`src/rtl/pose_history_weighted_filter_core_macros.svh`:
```
// Assertion helpers for the pose history filter.
// Both forms sample on clk and are disabled while rst_n is low.
`ifndef POSE_HISTORY_WEIGHTED_FILTER_CORE_MACROS_SVH
`define POSE_HISTORY_WEIGHTED_FILTER_CORE_MACROS_SVH

`ifndef SYNTHESIS
`define PHWF_ASSERT_IMP(label, ante, cons) \
    label: assert property (@(posedge clk) disable iff (!rst_n) (ante) |-> (cons)) \
        else $error("phwf assertion failed");
`define PHWF_ASSERT_NXT(label, ante, cons) \
    label: assert property (@(posedge clk) disable iff (!rst_n) (ante) |=> (cons)) \
        else $error("phwf assertion failed");
`else
`define PHWF_ASSERT_IMP(label, ante, cons)
`define PHWF_ASSERT_NXT(label, ante, cons)
`endif

`endif

```
`src/rtl/phwf_pkg.sv`:
```
package phwf_pkg;

    // History geometry
    localparam int HISTORY_DEPTH = 8;
    localparam int SLOT_W        = $clog2(HISTORY_DEPTH);
    localparam int CNT_W         = $clog2(HISTORY_DEPTH + 1);

    // Weight and accumulator widths
    localparam int COEF_W = $clog2(5 * (HISTORY_DEPTH - 1) + 1);
    localparam int WGT_W  = 16 + COEF_W;
    localparam int WSUM_W = WGT_W + $clog2(HISTORY_DEPTH + 1);
    localparam int TRIG_W = 18;
    localparam int PROD_W = WGT_W + TRIG_W;
    localparam int ACC_W  = PROD_W + $clog2(HISTORY_DEPTH + 1);
    localparam int FLR_W  = WSUM_W + 8;

    // CORDIC
    localparam int CORD_W     = ACC_W + 2;
    localparam int ANG_W      = 34;
    localparam int CORD_STEPS = 20;
    localparam int STEP_W     = $clog2(CORD_STEPS);
    localparam logic signed [CORD_W-1:0] CORDIC_GAIN = CORD_W'(652032874);

    // Divider
    localparam int QUO_W = 17;
    localparam int NUM_W = ACC_W + 1;
    localparam int DEN_W = WSUM_W + 1;

    // Configuration registers
    localparam int CFG_IDX_W = 1;
    localparam int CFG_W     = 16;
    localparam logic [CFG_IDX_W-1:0] CFG_WEIGHT_FLOOR = 1'd0;
    localparam logic [CFG_IDX_W-1:0] CFG_HEADING_GATE = 1'd1;
    localparam logic [CFG_W-1:0] WEIGHT_FLOOR_RST = 16'd66;
    localparam logic [CFG_W-1:0] HEADING_GATE_RST = 16'd2731;

    typedef struct packed {
        logic signed [15:0] pos_x;
        logic signed [15:0] pos_y;
        logic signed [15:0] pos_z;
        logic [15:0]        heading_in;
        logic [15:0]        confidence;
    } sample_t;

    typedef struct packed {
        logic signed [15:0] out_x;
        logic signed [15:0] out_y;
        logic signed [15:0] out_z;
        logic [15:0]        heading_out;
        logic               was_filtered;
        logic               heading_replaced;
    } result_t;

    // One history entry: heading kept as its cosine and sine
    typedef struct packed {
        logic signed [15:0]       x;
        logic signed [15:0]       y;
        logic signed [15:0]       z;
        logic signed [TRIG_W-1:0] cos_v;
        logic signed [TRIG_W-1:0] sin_v;
        logic [15:0]              conf;
    } entry_t;

    typedef struct packed {
        logic start;
        logic vectoring;
    } cordic_cmd_t;

    typedef struct packed {
        logic busy;
        logic done;
    } cordic_sts_t;

    // atan(2^-k) in 2^32 units per turn
    function automatic logic [29:0] atan_unit(input logic [STEP_W-1:0] k);
        logic [29:0] r;
        case (k)
            5'd0:    r = 30'd536870912;
            5'd1:    r = 30'd316933406;
            5'd2:    r = 30'd167458907;
            5'd3:    r = 30'd85004756;
            5'd4:    r = 30'd42667331;
            5'd5:    r = 30'd21354465;
            5'd6:    r = 30'd10679838;
            5'd7:    r = 30'd5340245;
            5'd8:    r = 30'd2670163;
            5'd9:    r = 30'd1335087;
            5'd10:   r = 30'd667544;
            5'd11:   r = 30'd333772;
            5'd12:   r = 30'd166886;
            5'd13:   r = 30'd83443;
            5'd14:   r = 30'd41722;
            5'd15:   r = 30'd20861;
            5'd16:   r = 30'd10430;
            5'd17:   r = 30'd5215;
            5'd18:   r = 30'd2608;
            5'd19:   r = 30'd1304;
            default: r = 30'd0;
        endcase
        return r;
    endfunction

    // Ring index wrap for a sum below twice the depth
    function automatic logic [SLOT_W-1:0] wrap_slot(input logic [CNT_W:0] s);
        logic [CNT_W:0] r;
        if (s >= (CNT_W+1)'(HISTORY_DEPTH))
            r = s - (CNT_W+1)'(HISTORY_DEPTH);
        else
            r = s;
        return r[SLOT_W-1:0];
    endfunction

endpackage

```
`src/rtl/phwf_div.sv`:
```
module phwf_div (
    input  logic                         clk,
    input  logic                         rst_n,
    input  logic                         start,
    input  logic [phwf_pkg::NUM_W-1:0]   num,
    input  logic [phwf_pkg::DEN_W-1:0]   den,
    output logic                         done,
    output logic [phwf_pkg::QUO_W-1:0]   quo
);
    import phwf_pkg::*;

    localparam int QCNT_W = $clog2(QUO_W + 1);

    logic [DEN_W-1:0]  rem_reg, den_reg;
    logic [QUO_W-1:0]  low_reg, quo_reg;
    logic [QCNT_W-1:0] cnt_reg;
    logic              busy_reg, done_reg;
    logic [DEN_W:0]    trial;
    logic              fits;

    // restoring step: quotient is known to fit QUO_W bits
    always_comb
    begin
        trial = {rem_reg, low_reg[QUO_W-1]};
        fits  = trial >= {1'b0, den_reg};
    end

    always_ff @(posedge clk or negedge rst_n)
    begin
        if (!rst_n)
        begin
            busy_reg <= 1'b0;
            done_reg <= 1'b0;
            cnt_reg  <= '0;
        end
        else
        begin
            done_reg <= 1'b0;
            if (start)
            begin
                busy_reg <= 1'b1;
                cnt_reg  <= '0;
                rem_reg  <= DEN_W'(num[NUM_W-1:QUO_W]);
                low_reg  <= num[QUO_W-1:0];
                den_reg  <= den;
                quo_reg  <= '0;
            end
            else if (busy_reg)
            begin
                rem_reg <= fits ? DEN_W'(trial - {1'b0, den_reg}) : trial[DEN_W-1:0];
                low_reg <= {low_reg[QUO_W-2:0], 1'b0};
                quo_reg <= {quo_reg[QUO_W-2:0], fits};
                if (cnt_reg == QCNT_W'(QUO_W - 1))
                begin
                    busy_reg <= 1'b0;
                    done_reg <= 1'b1;
                end
                else
                    cnt_reg <= cnt_reg + 1'b1;
            end
        end
    end

    assign done = done_reg;
    assign quo  = quo_reg;
endmodule

```
`config.mk`:
```
export PLATFORM = sky130hd
export DESIGN_NAME = phwf_div
export DESIGN_NICKNAME = d
export VERILOG_FILES = /design/src/rtl/pose_history_weighted_filter_core_macros.svh /design/src/rtl/phwf_pkg.sv /design/src/rtl/phwf_div.sv
export SDC_FILE = /design/constraint.sdc
export NUM_CORES = 1
export LEC_CHECK = 0
export BUFFER_PORTS_ARGS = -buffer_cell sky130_fd_sc_hd__buf_2
export CAP_MARGIN = 20
export CORE_MARGIN = 2
export CORE_UTILIZATION = 45
export CTS_CLUSTER_DIAMETER = 50
export DETAILED_ROUTE_END_ITERATION = 12
export PLACE_DENSITY = 0.62
export RECOVER_POWER = 100
export SLEW_MARGIN = 20
export SYNTH_ARGS = -nofsm -noshare
export SYNTH_HDL_FRONTEND = slang
export SYNTH_SLANG_ARGS = --single-unit
```
`constraint.sdc`:
```
create_clock -name clk -period 3 [get_ports clk]
set_input_delay 0.6 -clock clk [delete_from_list [all_inputs] [get_ports clk]]
set_output_delay 0.6 -clock clk [all_outputs]
set_load 0.01 [all_outputs]
```
==> metrics.txt, run 1 <==
Hold Path Class=in2reg; global-route wire length before repair=19230 µm; fillers=1133; DRC Markers=0; Multi-input gate area=0.002628 mm²; Cell Pwr Density=632.1 mW/mm²; Synth area leaders=edfxtp_1 46%, mux2i_1 7.2%, ha_1 6.4%, mux2_2 3.8%, a21oi_1 3.2%; Synth top area share=46.48%; final antenna-violating net count=0; max-cap viol count=0; Crit Path Class=reg2reg; M2 GR Usage=27.48%; Ys Warns=0; Core Region=0.01247 mm²; Arrival @ worst endpoint=2.90 ns; Cell Area, Synth=0.005685 mm²; post-synth top area cell=edfxtp_1; Yosys cell types=60; CTS clk-pin slew, worst paths=0.07 ns; Root Buffer=clkbuf_16; RSZ-0062 raised after global routing=no; GRT Util Overall=18.17%; post-synthesis mux area share=10.98%; die area=0.01355 mm²; Post-Synth Simple-Gate Area=11.29%; post-synthesis register bit count=95; FMAX=357.8 MHz; most common flop cell mapped by yosys=edfxtp_1; WL per Instance=15.01 µm; final slew viol count=0; chip height=116.4 µm; Mapped Cells=521; Final setup viols=0; Setup crit start=den_reg[1]$_DFFE_PP_; number of instances in the placed design=774; most common cell after layout, fill and taps aside=edfxtp_1; dpl ws=0.08474 ns; Synth Area per Inst=10.91 µm²; hold path cells=1; initial antenna violation count=0; setup_tns=0 ns; fin crit period=2.795 ns; max_slew headroom=11.22%; Hold Startpoint=den[22]; detailed placement HPWL=8698 µm; CTS tree=done; io pins=93; Synth Area in XOR/XNOR=3.697%; Initial Util=45.61%; number of flops mapped to enable cells by yosys=88; clock tree buffer depth=2; post-route cell area=0.006680 mm²; grt ovf=0; Adder-Cell Fraction of Synth Area=6.734%; latest clock arrival within the worst-skew pair=0.35 ns; vias in the first global route=4090; Pre-antenna DRT Iters=4; site row count=41; ant diodes=0; Final Hold Vio Count=0; H-tree Lvls=3; complex-gate fraction of the synthesized area=12.63%; reg2reg path depth=10; busiest grt layer=met2; met1 Track Usage GR=24.56%; DR vias/cell=5.238; r2r startpoint=den_reg[1]$_DFFE_PP_; maximum vdd drop=369.6 µV; Tightest Pin Transition=1.332 ns; CP Max Fanout=3; share of cells above drive strength 1=21.16%; largest net degree at the start of global routing=46; CP Capture Type=flip-flop; Fin Clk Skew=0.008901 ns; Port Buffers=91; CTS Buf Count=9; Detailed Route Iter0 Violations=191; Nets=719; CP required=3.10 ns; DIE WIDTH=116.4 µm; crit start category=flip-flop; Post-Layout Cell Count=791; DR vias=4143; FFs w/ async S/R, synth=7.368%; sequential-to-total area share from yosys stat=49.56%; largest family of logic cells by synthesized area=compound AO/OA/AOI/OAI gates; post-route setup slack=0.2048 ns; crit share post-route=93.17%; status=finished, final reports clean; Leakage Power=2.883 nW; Sequential cell area=0.002818 mm²; Routed WL=11880 µm; clk sinks=95; area delta synth->final=17.50%; placer congestion estimate=0.8361; met3 Use GR=4.567%; dpl cell area=0.006360 mm²; Mapped Nets=626; most frequent cells in the layout=88 x edfxtp_1, 71 x buf_2, 47 x nand2_1
layout make-up:
class                      instances  area share (%)
clock buffer                      10           3.428
clock inverter                     6           1.367
inverter                          38           2.135
tap                              172           3.222
multi-input combinational        363           39.33
timing repair buffer             107           8.335
sequential                        95           42.18
synthesized netlist by cell type (all sizes together) (2+ instances only):
library cell  count
edfxtp           88
nand4             4
nor2b             7
a311oi            2
a211oi            5
o31ai             7
nand2b            5
nor2             39
or3               3
o41ai             2
dfrtp             7
nand3             6
mux2             19
clkbuf           15
xor2             11
ha               29
mux2i            41
a21oi            37
and2              2
a21o              6
and4              4
a31oi             2
nand2            47
a22oi             2
and3              3
buf              10
xnor2            13
o21ai            34
inv              38
nor3              5
nand3b            3
o21a              7
per-layer routing:
metal	wire length (µm)	up-vias
li1	-	2077
met1	5616	1945
met2	5298	99
met3	646	22
met4	314	0
met5	0	-
where the power goes:
group	internal (mW)	switching [mW]	leakage, nW
Combinational	0.599	0.701	1.77
Sequential	1.61	0.0633	0.951
Clock	0.738	0.509	0.158
repair_timing:
| action | CTS | global route |
|---|---|---|
| hold buffers | 0 | 0 |
| buffers inserted | 0 | 1 |
| setup endpoints to repair | 0 | 27 |
| resized for setup | 0 | 7 |
critical path: stages (launching register included):
cell and delay (ns):
edfxtp_1 0.38, inv_1 0.06, ha_1 0.29, nor2b_1 0.22
o31ai_2 0.12, a311oi_1 0.46, a21oi_1 0.23, o221ai_1 0.40
mux2i_1 0.14, o21bai_1 0.17, a21oi_1 0.08
kinds of logic after synthesis:
| family | Yosys count |
|---|---|
| AO/OA/AOI/OAI | 115 |
| AND/OR/NAND/NOR | 134 |
| buffers and inverters | 63 |
| multiplexers | 60 |
| flip-flops | 95 |
| adder cells (fa/ha/maj) | 30 |
| XOR/XNOR | 24 |
metrics by stage:
step                      total power, mW  util [%]  hold slack, ns
after global placement              2.944     51.02          0.5150
final                               4.222     53.59          0.4221
after global routing                4.458     53.59          0.4064
after detailed placement            2.967     51.02          0.5415
after CTS                           4.228     53.59          0.2447
after floorplan                     2.664         -          0.3044
final timing paths:
path | endpoint | slack [ns]
setup / recovery | rem_reg[23]$_DFFE_PP_ | 0.20
hold / removal | den_reg[22]$_DFFE_PP_ | 0.42
setup reg to reg | rem_reg[23]$_DFFE_PP_ | 0.20
hold reg to reg | low_reg[1]$_DFFE_PP_ | 0.55
max in group asynchronous | cnt_reg[4]$_DFFE_PN0P_ | 1.56
min in group asynchronous | done$_DFF_PN0_ | 0.67
Power figures use the tool's default switching activity.
==> run 2, diff against run 1 <==
==> constraint.sdc (replaced) <==
create_clock -name clk -period 3 [get_ports clk]
set_input_delay 0.15 -clock clk [delete_from_list [all_inputs] [get_ports clk]]
set_output_delay 0.15 -clock clk [all_outputs]
set_load 0.01 [all_outputs]
==> run 2 against run 1 <==
Global-route usage grew 0.15 points. Flip-flop and latch count is the same. Final area grew 2.5%. Sequential power is essentially flat. Clock power shrank 14%. Combinational power is essentially flat.
==> metrics.txt, run 2 (same netlist as run 1, synthesis figures left out) <==
FMAX=357.6 MHz; Core Region=0.01247 mm²; chip height=116.4 µm; Setup crit start=den_reg[0]$_DFFE_PP_; largest net degree at the start of global routing=46; vias in the first global route=4213; global-route wire length before repair=19550 µm; Routed WL=11840 µm; CP Max Fanout=20; hold endpoint=rem_reg[2]$_DFFE_PP_; post-CTS setup buffer count=0; share of cells above drive strength 1=19.00%; clk sinks=95; most common cell after layout, fill and taps aside=edfxtp_1; Arrival @ worst endpoint=2.90 ns; WL per Instance=14.55 µm; grt ovf=0; Detailed Route Iter0 Violations=225; Port Buffers=91; post-route setup slack=0.2038 ns; status=finished, final reports clean; reg2reg setup slack=0.20 ns; CP required=3.11 ns; DR vias/cell=5.114; CTS tree=done; latest clock arrival within the worst-skew pair=0.35 ns; hold path cells=3; Slowest cell on crit path=fa_1; DR vias=4163; r2r startpoint=den_reg[0]$_DFFE_PP_; reg2reg path depth=11; Final setup viols=0; Reg2Reg Capture Point=rem_reg[26]$_DFFE_PP_; maximum vdd drop=568.2 µV; Worst path most repeated cell=a21oi_2; final antenna-violating net count=0; CP Capture Type=flip-flop; DIE WIDTH=116.4 µm; crit start category=flip-flop; Worst path max stage delay=0.40 ns; Pre-antenna DRT Iters=4; fin crit period=2.796 ns; Fin Hold WS=0.07759 ns; die area=0.01355 mm²; Hold Path Class=in2reg; clock tree buffer depth=2; io pins=93; dpl cell area=0.006330 mm²; Leakage Power=2.937 nW; site row count=41; dpl ws=0.1316 ns; GRT Util Overall=18.31%; RSZ-0062 raised after global routing=no; Crit Path Class=reg2reg; Initial Util=45.61%; CP Cell Sequence=ha_1 -> fa_1 -> nand2b_1 -> a21oi_2 -> o31ai_2 -> a21oi_2 -> a211oi_2 -> a21o_1 -> buf_12 -> and3b_1 -> a211o_1; detailed placement HPWL=8800 µm; max_slew headroom=12.21%; initial antenna violation count=0; placer congestion estimate=0.8378; Fin Clk Skew=0.01388 ns; final slew viol count=0; setup_tns=0 ns; Cell Pwr Density=590.1 mW/mm²; Root Buffer=clkbuf_16; Post-Layout Cell Count=814; Tightest Pin Transition=1.317 ns; Nets=742; fillers=1133; CTS clk-pin slew, worst paths=0.07 ns; Final Hold Vio Count=0; crit share post-route=93.21%; DRC Markers=0; most frequent cells in the layout=88 x edfxtp_1, 71 x buf_2, 47 x nand2_1; max-cap viol count=0; number of instances in the placed design=770; area delta synth->final=20.38%; CTS Buf Count=9; ant diodes=0; Hold Startpoint=num[19]; H-tree Lvls=3; post-route cell area=0.006844 mm²
[run 2: cell types whose count changed in the layout (fill, tap and decap cells not counted), sizes merged]
cell | previous run | this run
buf | 80 | 76
bufinv | 2 | 0
clkinv | 1 | 2
dlygate4sd3 | 0 | 28
[run 2: layout make-up]
| type | instances | area [µm²] | share of cell area [%] |
|---|---|---|---|
| inverters | 38 | 142.6 | 2.084 |
| clock buffers | 11 | 232.7 | 3.400 |
| multi-input cells | 363 | 2599 | 37.97 |
| flip-flops and latches | 95 | 2818 | 41.17 |
| repair buffers | 130 | 795.8 | 11.63 |
| well taps | 172 | 215.2 | 3.144 |
| clock inverters | 5 | 41.29 | 0.6033 |
[run 2: power breakdown]
part           internal [mW]  switching [mW]  leakage (nW)
Sequential              1.61          0.0617         0.951
Combinational          0.593           0.697          1.85
Clock                  0.572           0.503         0.135
Total                   2.78            1.26          2.94
[run 2: through the flow]
step | power (mW) | utilization [%]
4_1_cts | 4.080 | 55.22
3_3_place_gp | 2.931 | 50.78
5_1_grt | 4.288 | 54.90
3_5_place_dp | 2.959 | 50.78
6_report | 4.039 | 54.90
2_1_floorplan | 2.664 | -
[run 2: metal layers]
layer	wire (µm)	part of all wire [%]	GRT usage [%]
met1	5703	48	25.10
met2	5399	46	28.37
met3	648	5.5	6.383
met4	93	0.79	3.730
met5	0	0	0
[run 2: worst max-delay path by stage]
stage                                       end  slack (ns)  cells after the start
after detailed placement  rem_reg[26]$_DFFE_PP_        0.13                     11
final                     rem_reg[26]$_DFFE_PP_        0.20                     11
after global placement    rem_reg[26]$_DFFE_PP_        0.17                     11
after floorplan            rem_reg[1]$_DFFE_PP_        0.31                     12
after global routing      rem_reg[14]$_DFFE_PP_       0.007                     11
after CTS                 rem_reg[21]$_DFFE_PP_        0.11                      9
[run 2: timing repair]
item,in CTS,in global routing
hold buffers,28,0
hold endpoints to repair,34,0
endpoints found under the setup margin,0,24
gates resized for setup,0,5
[run 2: worst max-delay path, delay by kind of cell (launching register included)]
kind                       cells  cell delay, ns
adders and majority gates      2            0.64
and+or+nand+nor                2            0.39
AOI/OAI and AO/OA              6            0.97
buffers and inverters          1            0.18
DFF                            1            0.37
