===== src/rtl/pose_history_weighted_filter_core_macros.svh =====
// Assertion helpers for the pose history filter.
// Both forms sample on clk and are disabled while rst_n is low.
`ifndef POSE_HISTORY_WEIGHTED_FILTER_CORE_MACROS_SVH
`define POSE_HISTORY_WEIGHTED_FILTER_CORE_MACROS_SVH

`ifndef SYNTHESIS
`define PHWF_ASSERT_IMP(label, ante, cons) \
    label: assert property (@(posedge clk) disable iff (!rst_n) (ante) |-> (cons)) \
        else $error("phwf assertion failed");
`define PHWF_ASSERT_NXT(label, ante, cons) \
    label: assert property (@(posedge clk) disable iff (!rst_n) (ante) |=> (cons)) \
        else $error("phwf assertion failed");
`else
`define PHWF_ASSERT_IMP(label, ante, cons)
`define PHWF_ASSERT_NXT(label, ante, cons)
`endif

`endif


===== src/rtl/phwf_ram.sv =====
module phwf_ram #(
    parameter int WIDTH = 16,
    parameter int DEPTH = 8
) (
    input  logic                     clk,
    input  logic                     we,
    input  logic [$clog2(DEPTH)-1:0] waddr,
    input  logic [WIDTH-1:0]         wdata,
    input  logic                     re,
    input  logic [$clog2(DEPTH)-1:0] raddr,
    output logic [WIDTH-1:0]         rdata
);
    logic [WIDTH-1:0] mem [DEPTH];

    // single write port, registered read port
    always_ff @(posedge clk)
    begin
        if (we)
            mem[waddr] <= wdata;
        if (re)
            rdata <= mem[raddr];
    end
endmodule


===== config.mk =====
export PLATFORM = sky130hd
export DESIGN_NAME = phwf_ram
export DESIGN_NICKNAME = d
export VERILOG_FILES = /design/src/rtl/pose_history_weighted_filter_core_macros.svh /design/src/rtl/phwf_ram.sv
export SDC_FILE = /design/constraint.sdc
export NUM_CORES = 1
export LEC_CHECK = 0
export BUFFER_PORTS_ARGS = -buffer_cell sky130_fd_sc_hd__buf_4
export CAP_MARGIN = 15
export CORE_MARGIN = 2
export CORE_UTILIZATION = 60
export DETAILED_ROUTE_END_ITERATION = 7
export MAX_ROUTING_LAYER = met4
export PLACE_DENSITY = 0.8
export SLEW_MARGIN = 25
export SYNTH_ARGS = -nofsm -noshare
export SYNTH_HDL_FRONTEND = slang
export SYNTH_SLANG_ARGS = --single-unit

===== constraint.sdc =====
create_clock -name clk -period 4.4 [get_ports clk]
set_input_delay 0.66 -clock clk [delete_from_list [all_inputs] [get_ports clk]]
set_output_delay 0.66 -clock clk [all_outputs]
set_load 0.01 [all_outputs]

==> results.toml, run 1 <==
[detailed_routing]
ant_nets = 0
avgRoutedWirePerCell_um = 26.0
first_iter_violations = 241
dr.pass1.iters = 5
via_per_inst = 6.19
vias = 2427
drcViolationCount = 0
routed_wl_um = 10200

[clocking]
worstSkewPairLatency_ns = 0.52
cts.sinks = 144
numCtsBuffers = 17
clkSlewWorstSetupHoldPaths_ns = 0.06
htree_levels = 4
ctsHoldBuffers = 0
ctsResizeCount = 0
clockBufferDepth = 2
postCtsSetupBuffers = 0
cts_tree = "yes"
clockRootBuffer = "clkbuf_8"

[cells_and_area]
fin_nets = 297
num_antenna_cells = 0
drive_gt1_frac = 0.352
syn_to_final_growth_pct = 19.6
instances_no_fill = 392

[critical_path]
crit_type = "in2reg"
worstPathMaxFanout = 10
end_kind = "flop"
cp_data_arrival_time_ns = 2.07
required_ns = 4.61
r2r_setup_slack_ns = 2.87
critPathLaunchType = "input port"

[power_and_ir_drop]
p_per_area_mw_per_mm2 = 497
vdd_drop_max_mv = 0.436
p_leak_nw = 2.27

[synth]
synth_area_leader_cell = "edfxtp_1"
synth-seq-cells = 144
yosys-top-cells-area = "edfxtp_1 (79%), mux4_1 (13%), mux2_2 (3.3%), mux4_2 (1.7%), buf_6 (0.83%)"
syn_area_per_cell_um2 = 25.5
syn_area_mm2 = 0.00545
synthesis.nets = 239
synth_cells = 214
synth_top_area_share = 0.793
synth_cell_types = 11
ys_warn_count = 0
ys_seq_area_frac = 0.793

[hold_path]
hold_class = "in2reg"

[job]
cap_violations = 0

[sta]
setup_tns_ns = 0
setup_viol = 0
max_freq_mhz = 537
slew_headroom = 0.372
period_minus_slack_ns = 1.86
setup_slack_ns = 2.54
drv_slew = 0
hold_viol_final = 0
finClkSkew_ns = 0.00686
fin_crit_sh = 0.423
worstMarginPinSlew_ns = 0.939
rsz0062_at_grt = "no"

[grt]
antenna_found_initial = 0
grt_usage = 0.234
grt_pass1_wl_um = 15200
grt_max_degree = 33
grt_pass1_vias = 2505
grt-ovfl-total = 0

[outcome]
outcome = "finished clean"

[die]
core_area_mm2 = 0.00876
fp-row-count = 34
start_util = 0.622
dieArea_mm2 = 0.00987
die_w_um = 99.3
pin_count = 41
die_h_um = 99.3

[place]
gp_congestion = 0.703
place_ws_ns = 2.04
io_buffers = 40
place_hpwl_um = 4940
placed_cells = 361
[per-layer routing]
metal  GRT usage  up-vias  share of wire  wire length (um)
li1            -     1058              -                 -
met1       0.304     1251           0.40              4090
met2       0.361      105           0.51              5230
met3      0.0738       13          0.070               717
met4      0.0780        0          0.014               142
met5           -        -              0                 0
[synthesized netlist by cell type, drive strengths merged]
master,count
nor2,6
nand2b,3
nand2,2
edfxtp,144
nor3,2
mux4,32
clkbuf,1
buf,8
mux2,16
[where the power goes]
group | internal, W | switching [W] | total [W] | leakage [nW]
Sequential | 0.00157 | 0.0000149 | 0.00158 | 1.32
Combinational | 0.0000782 | 0.0000772 | 0.000155 | 0.642
Clock | 0.000975 | 0.000531 | 0.00151 | 0.306
[worst max-delay path: stages]
cell and delay, ns:
buf_4 0.11, nand2b_1 0.19, nor2_1 0.73, buf_4 0.37
[registers in the layout, summed over array words and instances (netlist names)]
name / cells
mem: 128
rdata: 16
[path summary, 6_finish.rpt]
path / from / endpoint / cells past startpoint
setup / recovery: waddr[2] / mem[3][13] / 4
hold / removal: wdata[9] / mem[4][9] / 1
setup reg to reg: mem[1][12] / rdata[12] / 2
hold reg to reg: mem[5][9] / rdata[9] / 2
[stage by stage]
step                area (um2)  hold WS, ns  utilization  total power, W
CTS                       6520        0.342        0.744         0.00327
global placement          5890        0.723        0.673         0.00176
global route              6520        0.349        0.744         0.00334
detailed placement        5890        0.736        0.673         0.00176
floorplan                 5450        0.716            -         0.00169
finish                    6520        0.367        0.744         0.00324
[cell usage in the layout, fill, tap and decap left out]
cell,Yosys,layout
buf_4,0,48
bufinv_16,0,5
clkbuf_16,0,16
clkbuf_8,0,1
clkinv_1,0,1
clkinv_2,0,2
clkinv_4,0,4
clkinvlp_4,0,1
edfxtp_1,144,144
inv_6,0,1
mux2_2,16,16
mux4_1,28,28
mux4_2,4,4
nand2_1,2,2
nand2b_1,3,3
nor2_1,6,6
nor3_2,0,2
[layout make-up]
type | instances | area [um2]
Fill cell | 466 | 2240
Multi-Input combinational cell | 61 | 1070
Clock buffer | 17 | 414
Sequential cell | 144 | 4320
Clock inverter | 14 | 215
Timing Repair Buffer | 48 | 360
Tap cell | 108 | 135
[logic make-up after synthesis]
group / share of synthesized area
buffers and inverters: 0.0119
DFF: 0.793
and+or+nand+nor: 0.0108
muxes: 0.184
(Power assumes the default switching activity.)
==> inputs of run 2 (changes only) <==
--- a/config.mk
+++ b/config.mk
@@ -5,13 +5,14 @@
 export SDC_FILE = /design/constraint.sdc
 export NUM_CORES = 1
 export LEC_CHECK = 0
+export ABC_AREA = 1
 export BUFFER_PORTS_ARGS = -buffer_cell sky130_fd_sc_hd__buf_4
 export CAP_MARGIN = 15
 export CORE_MARGIN = 2
 export CORE_UTILIZATION = 60
 export DETAILED_ROUTE_END_ITERATION = 7
 export MAX_ROUTING_LAYER = met4
-export PLACE_DENSITY = 0.8
+export PLACE_DENSITY = 0.79
 export SLEW_MARGIN = 25
 export SYNTH_ARGS = -nofsm -noshare
 export SYNTH_HDL_FRONTEND = slang
==> constraint.sdc (replaced) <==
create_clock -name clk -period 1.9 [get_ports clk]
set_input_delay 0.285 -clock clk [delete_from_list [all_inputs] [get_ports clk]]
set_output_delay 0.285 -clock clk [all_outputs]
set_load 0.01 [all_outputs]
==> run 2 against run 1 <==
Clock power increased by 120%. Total power increased by 130%. Synthesized cell count increased to 2.7 times the previous value. Wire length increased by 25%. Register-to-register slack got worse by 2.0 ns. Sequential power increased by 130%. Non-clock buffer count increased by 22. Die area increased by 12%. Largest power group unchanged.
==> results.toml, run 2 <==
[outcome]
outcome = "finished clean"

[power_and_ir_drop]
p_leak_nw = 3.37
p_per_area_mw_per_mm2 = 1020
vdd_drop_max_mv = 0.694
p_total_w = 0.00747

[clocking]
htree_levels = 4
cts.sinks = 144
clockRootBuffer = "clkbuf_8"
numCtsBuffers = 17
worstSkewPairLatency_ns = 0.52
clockBufferDepth = 2
clkSlewWorstSetupHoldPaths_ns = 0.06
ctsResizeCount = 0
cts_tree = "yes"

[synth]
synth_top_flop_cell = "edfxtp_1"
synth_edf_count = 144
syn_area_mm2 = 0.00615
yosys.area_share.xor_xnor = 0
synthesis.nets = 612
async_flop_share = 0
synth_area_leader_cell = "edfxtp_1"
ys_warn_count = 0
synth_cell_types = 9
yosys.area_share.simple = 0.188
synthAdderAreaFrac = 0
synth-seq-cells = 144
post-synth-top-count-cell = "nand2_1"
yosys-top-cells-count = "nand2_1 (214), edfxtp_1 (144), inv_1 (133), nand3_1 (64), buf_2 (12)"
synth_compound_area_frac = 0
ys_seq_area_frac = 0.703
synth_top_area_share = 0.703
yosys-top-cells-area = "edfxtp_1 (70%), nand2_1 (13%), inv_1 (8.1%), nand3_1 (5.2%), buf_6 (1.3%)"
synth_cells = 587
synth_top_family_by_area = "simple AND/OR/NAND/NOR gates"
syn_area_per_cell_um2 = 10.5
synth.mux.area_fraction = 0

[die]
die_w_um = 105
die_h_um = 105
pin_count = 41
start_util = 0.623
core_area_mm2 = 0.00986
fp-row-count = 36
dieArea_mm2 = 0.0111

[sta]
setup_viol = 0
drv_slew = 0
max_freq_mhz = 719
period_minus_slack_ns = 1.39
worstMarginPinSlew_ns = 0.767
setup_slack_ns = 0.509
finClkSkew_ns = 0.00657
hold_viol_final = 0
fin_crit_sh = 0.732
rsz0062_at_grt = "no"
slew_headroom = 0.488
setup_tns_ns = 0

[critical_path]
cp_data_arrival_time_ns = 1.11
end_kind = "output pin"
cpPeakStageDelay_ns = 0.42
path_cells = "buf_4"
worstPathMaxFanout = 1
crit_path_top_delay_cell = "edfxtp_1"
crit_type = "reg2out"
critPathLaunchType = "flop"
required_ns = 1.62
crit_buf_inv = 1
worst_path_dominant_cell_family = "flip-flops"

[cells_and_area]
largest_reg_flops = 128
fin_nets = 678
final_common_cell = "nand2_1"
instances_no_fill = 798
syn_to_final_growth_pct = 19.1
biggestRegsByFlops = "mem: 128 flops, rdata: 16 flops"
top_register = "mem"
layout_common_cells = "nand2_1 (214), edfxtp_1 (144), inv_1 (133)"
regArea_mm2 = 0.00432
multiInputGateArea_mm2 = 0.00115
drive_gt1_frac = 0.125
fillers = 612
num_antenna_cells = 0

[place]
io_buffers = 40
place_ws_ns = 0.331
placed_cells = 752
gp_congestion = 0.805
place_hpwl_um = 6890

[grt]
grt-ovfl-total = 0
grt_pass1_wl_um = 20300
grt_pass1_vias = 4103
antenna_found_initial = 0
grt_max_degree = 65
grt_usage = 0.256

[detailed_routing]
routed_wl_um = 12700
dr.pass1.iters = 5
ant_nets = 0
avgRoutedWirePerCell_um = 16.0
vias = 4087
via_per_inst = 5.12
first_iter_violations = 352
drcViolationCount = 0

[job]
cap_violations = 0

[hold_path]
hold_class = "in2reg"
-- run 2: changes by cell type in the layout (fill, tap and decap cells not counted), sizes merged, moves of 2 or more --
cell,change
buf,+7
dlygate4sd3,+15
inv,+133
mux2,-16
mux4,-32
nand2,+212
nand2b,-3
nand3,+64
nor2,+2
nor3,-2
-- run 2: layout make-up --
cell class,count,area share
flip-flops and latches,144,0.590
clock buffers,18,0.0571
multi-input cells,286,0.158
well taps,133,0.0227
clock inverters,13,0.0232
repair buffers,70,0.0803
inverters,134,0.0687
-- run 2: power by group --
group	internal, W	switching, W	leakage [nW]	total [W]
clock network	0.00210	0.00120	0.283	0.00330
registers	0.00363	0.0000321	1.32	0.00366
logic	0.000189	0.000316	1.76	0.000504
total	0.00592	0.00155	3.37	0.00747
-- run 2: per-layer routing --
layer / global-route usage / wire length, um
met3: 0.0588 / 1060
met5: - / 0
met1: 0.331 / 5040
met2: 0.390 / 6310
met4: 0.118 / 324
-- run 2: cells by family (layout without fill, tap and decap cells) --
kind of cell           count (synthesis)  after routing
flip-flops                           144            144
buffers and inverters                157            235
AND/OR/NAND/NOR                      286            286
-- run 2: per-stage QoR --
step	utilization	hold slack (ns)	cell area, um2
after floorplan	-	0.384	6150
after CTS	0.742	0.00456	7320
after detailed placement	0.668	0.519	6590
after global placement	0.668	0.515	6590
final	0.742	0.0272	7320
after global routing	0.742	0.0127	7320
-- run 2: worst paths after layout --
kind	startpoint	to	slack, ns	cells after the start
worst max-delay path	rdata[3]	rdata[3]	0.51	1
worst min-delay path	wdata[12]	mem[0][12]	0.03	1
worst max register to register	mem[1][3]	rdata[3]	0.83	6
worst min register to register	mem[0][14]	rdata[14]	0.71	6
-- run 2: timing repair --
item	CTS	global route
buffers inserted	0	0
hold buffers	15	0
hold endpoints to repair	120	0
==> inputs of run 3 (changes only) <==
--- a/config.mk
+++ b/config.mk
@@ -5,14 +5,14 @@
 export SDC_FILE = /design/constraint.sdc
 export NUM_CORES = 1
 export LEC_CHECK = 0
-export ABC_AREA = 1
+export ABC_AREA = 0
 export BUFFER_PORTS_ARGS = -buffer_cell sky130_fd_sc_hd__buf_4
 export CAP_MARGIN = 15
 export CORE_MARGIN = 2
-export CORE_UTILIZATION = 60
+export CORE_UTILIZATION = 59
 export DETAILED_ROUTE_END_ITERATION = 7
 export MAX_ROUTING_LAYER = met4
-export PLACE_DENSITY = 0.79
+export PLACE_DENSITY = 0.78
 export SLEW_MARGIN = 25
 export SYNTH_ARGS = -nofsm -noshare
 export SYNTH_HDL_FRONTEND = slang
==> constraint.sdc (replaced) <==
create_clock -name clk -period 1.3 [get_ports clk]
set_input_delay 0.195 -clock clk [delete_from_list [all_inputs] [get_ports clk]]
set_output_delay 0.195 -clock clk [all_outputs]
set_load 0.01 [all_outputs]
==> run 3 against run 2 <==
Utilization shrank 0.52 points. Non-clock buffer count grew 2. Largest cell class unchanged. Highest routed layer unchanged. Count of clock-buffer cells in the layout shrank 1. Final cell count shrank 47%. The run now ends with negative setup slack left.
==> results.toml, run 3 (synthesis gave the netlist of run 1 again) <==
[outcome]
outcome = "finished with violations"
violations = "negative setup slack"

[grt]
antenna_found_initial = 0
grt_pass1_wl_um = 14500
grt_pass1_vias = 2526
grt_usage = 0.219
grt_max_degree = 18
grt-ovfl-total = 0

[die]
fp-row-count = 35
core_area_mm2 = 0.00911
dieArea_mm2 = 0.0100
pin_count = 41
start_util = 0.599
die_h_um = 100
die_w_um = 100

[place]
place_hpwl_um = 4980
gp_congestion = 0.723
placed_cells = 372
io_buffers = 40
place_ws_ns = -0.316
dpl_cell_area_mm2 = 0.00601

[cells_and_area]
stdcell_area_mm2 = 0.00672
num_antenna_cells = 0
final_util = 0.737
syn_to_final_growth_pct = 23.1
largest_reg_flops = 128
drive_gt1_frac = 0.438
layout_common_cells = "edfxtp_1 (144), buf_4 (39), mux4_2 (32)"
final_common_cell = "edfxtp_1"
biggestRegsByFlops = "mem: 128 flops, rdata: 16 flops"
instances_no_fill = 419
top_register = "mem"
fin_nets = 321

[sta]
rsz0062_at_grt = "yes"
slew_headroom = 0.782
fin_crit_sh = 1.10
finClkSkew_ns = 0.00574
setup_slack_ns = -0.130
drv_slew = 0
max_freq_mhz = 699
setup_viol = 16
period_minus_slack_ns = 1.43
hold_viol_final = 0
worstMarginPinSlew_ns = 0.327
whs_ns = 0.0761

[critical_path]
endpoint = "rdata[8]"
cpPeakStageDelay_ns = 0.51
path_cells = "mux4_2 > mux2_4"
end_kind = "flop"
crit_type = "reg2reg"
worstPathMaxFanout = 1
required_ns = 1.57
cp_data_arrival_time_ns = 1.70
reg2reg_from = "mem[5][8]"
critPathLaunchType = "flop"
crit_path_top_delay_cell = "mux4_2"
r2r_setup_slack_ns = -0.13
r2r_cells = 2
startpoint = "mem[5][8]"
r2r-end = "rdata[8]"

[detailed_routing]
wl_met2_um = 4840
dr.pass1.iters = 4
topRoutingLayerUsed = "met4"
first_iter_violations = 256
wl_met1_um = 3620
via_per_inst = 5.72
drcViolationCount = 0
vias = 2396
avgRoutedWirePerCell_um = 22.5
routed_wl_um = 9430
ant_nets = 0
met3_wirelength_um = 844

[power_and_ir_drop]
p_sw_w = 0.00214
clock_power_share = 0.407
seq_power_share = 0.528
p_per_area_mw_per_mm2 = 1510
p_sw_frac = 0.211
vdd_drop_max_mv = 1.05
p_leak_nw = 2.27
p_int_w = 0.00800
p_comb_frac = 0.065

[clocking]
cts.sinks = 144
worstSkewPairLatency_ns = 0.52
numCtsBuffers = 17
postCtsSetupBuffers = 0
cts_tree = "yes"
clockBufferDepth = 2
htree_levels = 4
clockRootBuffer = "clkbuf_8"
clkSlewWorstSetupHoldPaths_ns = 0.06

[hold_path]
hold_class = "in2reg"

[job]
cap_violations = 0
run 3: worst min-delay path by stage:
stage	startpoint	end	slack (ns)	cells past startpoint
3_3_place_gp	wdata[15]	mem[0][15]	0.42	1
2_1_floorplan	wdata[0]	mem[0][0]	0.29	0
3_5_place_dp	wdata[0]	mem[6][0]	0.43	1
4_1_cts	re	rdata[14]	0.05	1
5_1_grt	re	rdata[14]	0.05	1
6_report	re	rdata[12]	0.08	1
run 3: per-layer routing:
layer / track usage / up-vias
li1: - / 1071
met1: 0.301 / 1201
met2: 0.320 / 112
met3: 0.0669 / 12
met4: 0.0790 / 0
met5: - / -
run 3: critical path, delay by kind of cell, from the launching register on:
family	cells	cell delay [ns]
DFF	1	0.37
muxes	2	0.80
run 3: power by group through the flow:
stage / logic [W] / clock network, W / registers, W
global placement: 0.000582 / 0 / 0.00544
CTS: 0.000647 / 0.00421 / 0.00536
finish: 0.000657 / 0.00413 / 0.00535
global route: 0.000712 / 0.00441 / 0.00537
detailed placement: 0.000597 / 0 / 0.00545
floorplan: 0.000298 / 0 / 0.00546
run 3: timing repair:
action / in CTS / in global routing
endpoints found under the hold margin: 128 / 0
gates cloned: 0 / 0
gates resized for setup: 6 / 9
pin swaps: 0 / 0
endpoints found under the setup margin: 19 / 23
hold buffers: 16 / 0
run 3: cell type report:
class / instances / area, um2
Sequential cell: 144 / 4320
Fill cell: 506 / 2390
Multi-Input combinational cell: 61 / 1000
Timing Repair Buffer: 72 / 741
Clock buffer: 17 / 414
Tap cell: 111 / 139
Clock inverter: 14 / 92.6
run 3: per-stage QoR:
step / total power (W) / setup TNS [ns]
floorplan: 0.00575 / -17.58
global placement: 0.00602 / -4.06
detailed placement: 0.00604 / -4.30
CTS: 0.0102 / -1.01
global route: 0.0105 / -1.60
finish: 0.0101 / -1.01
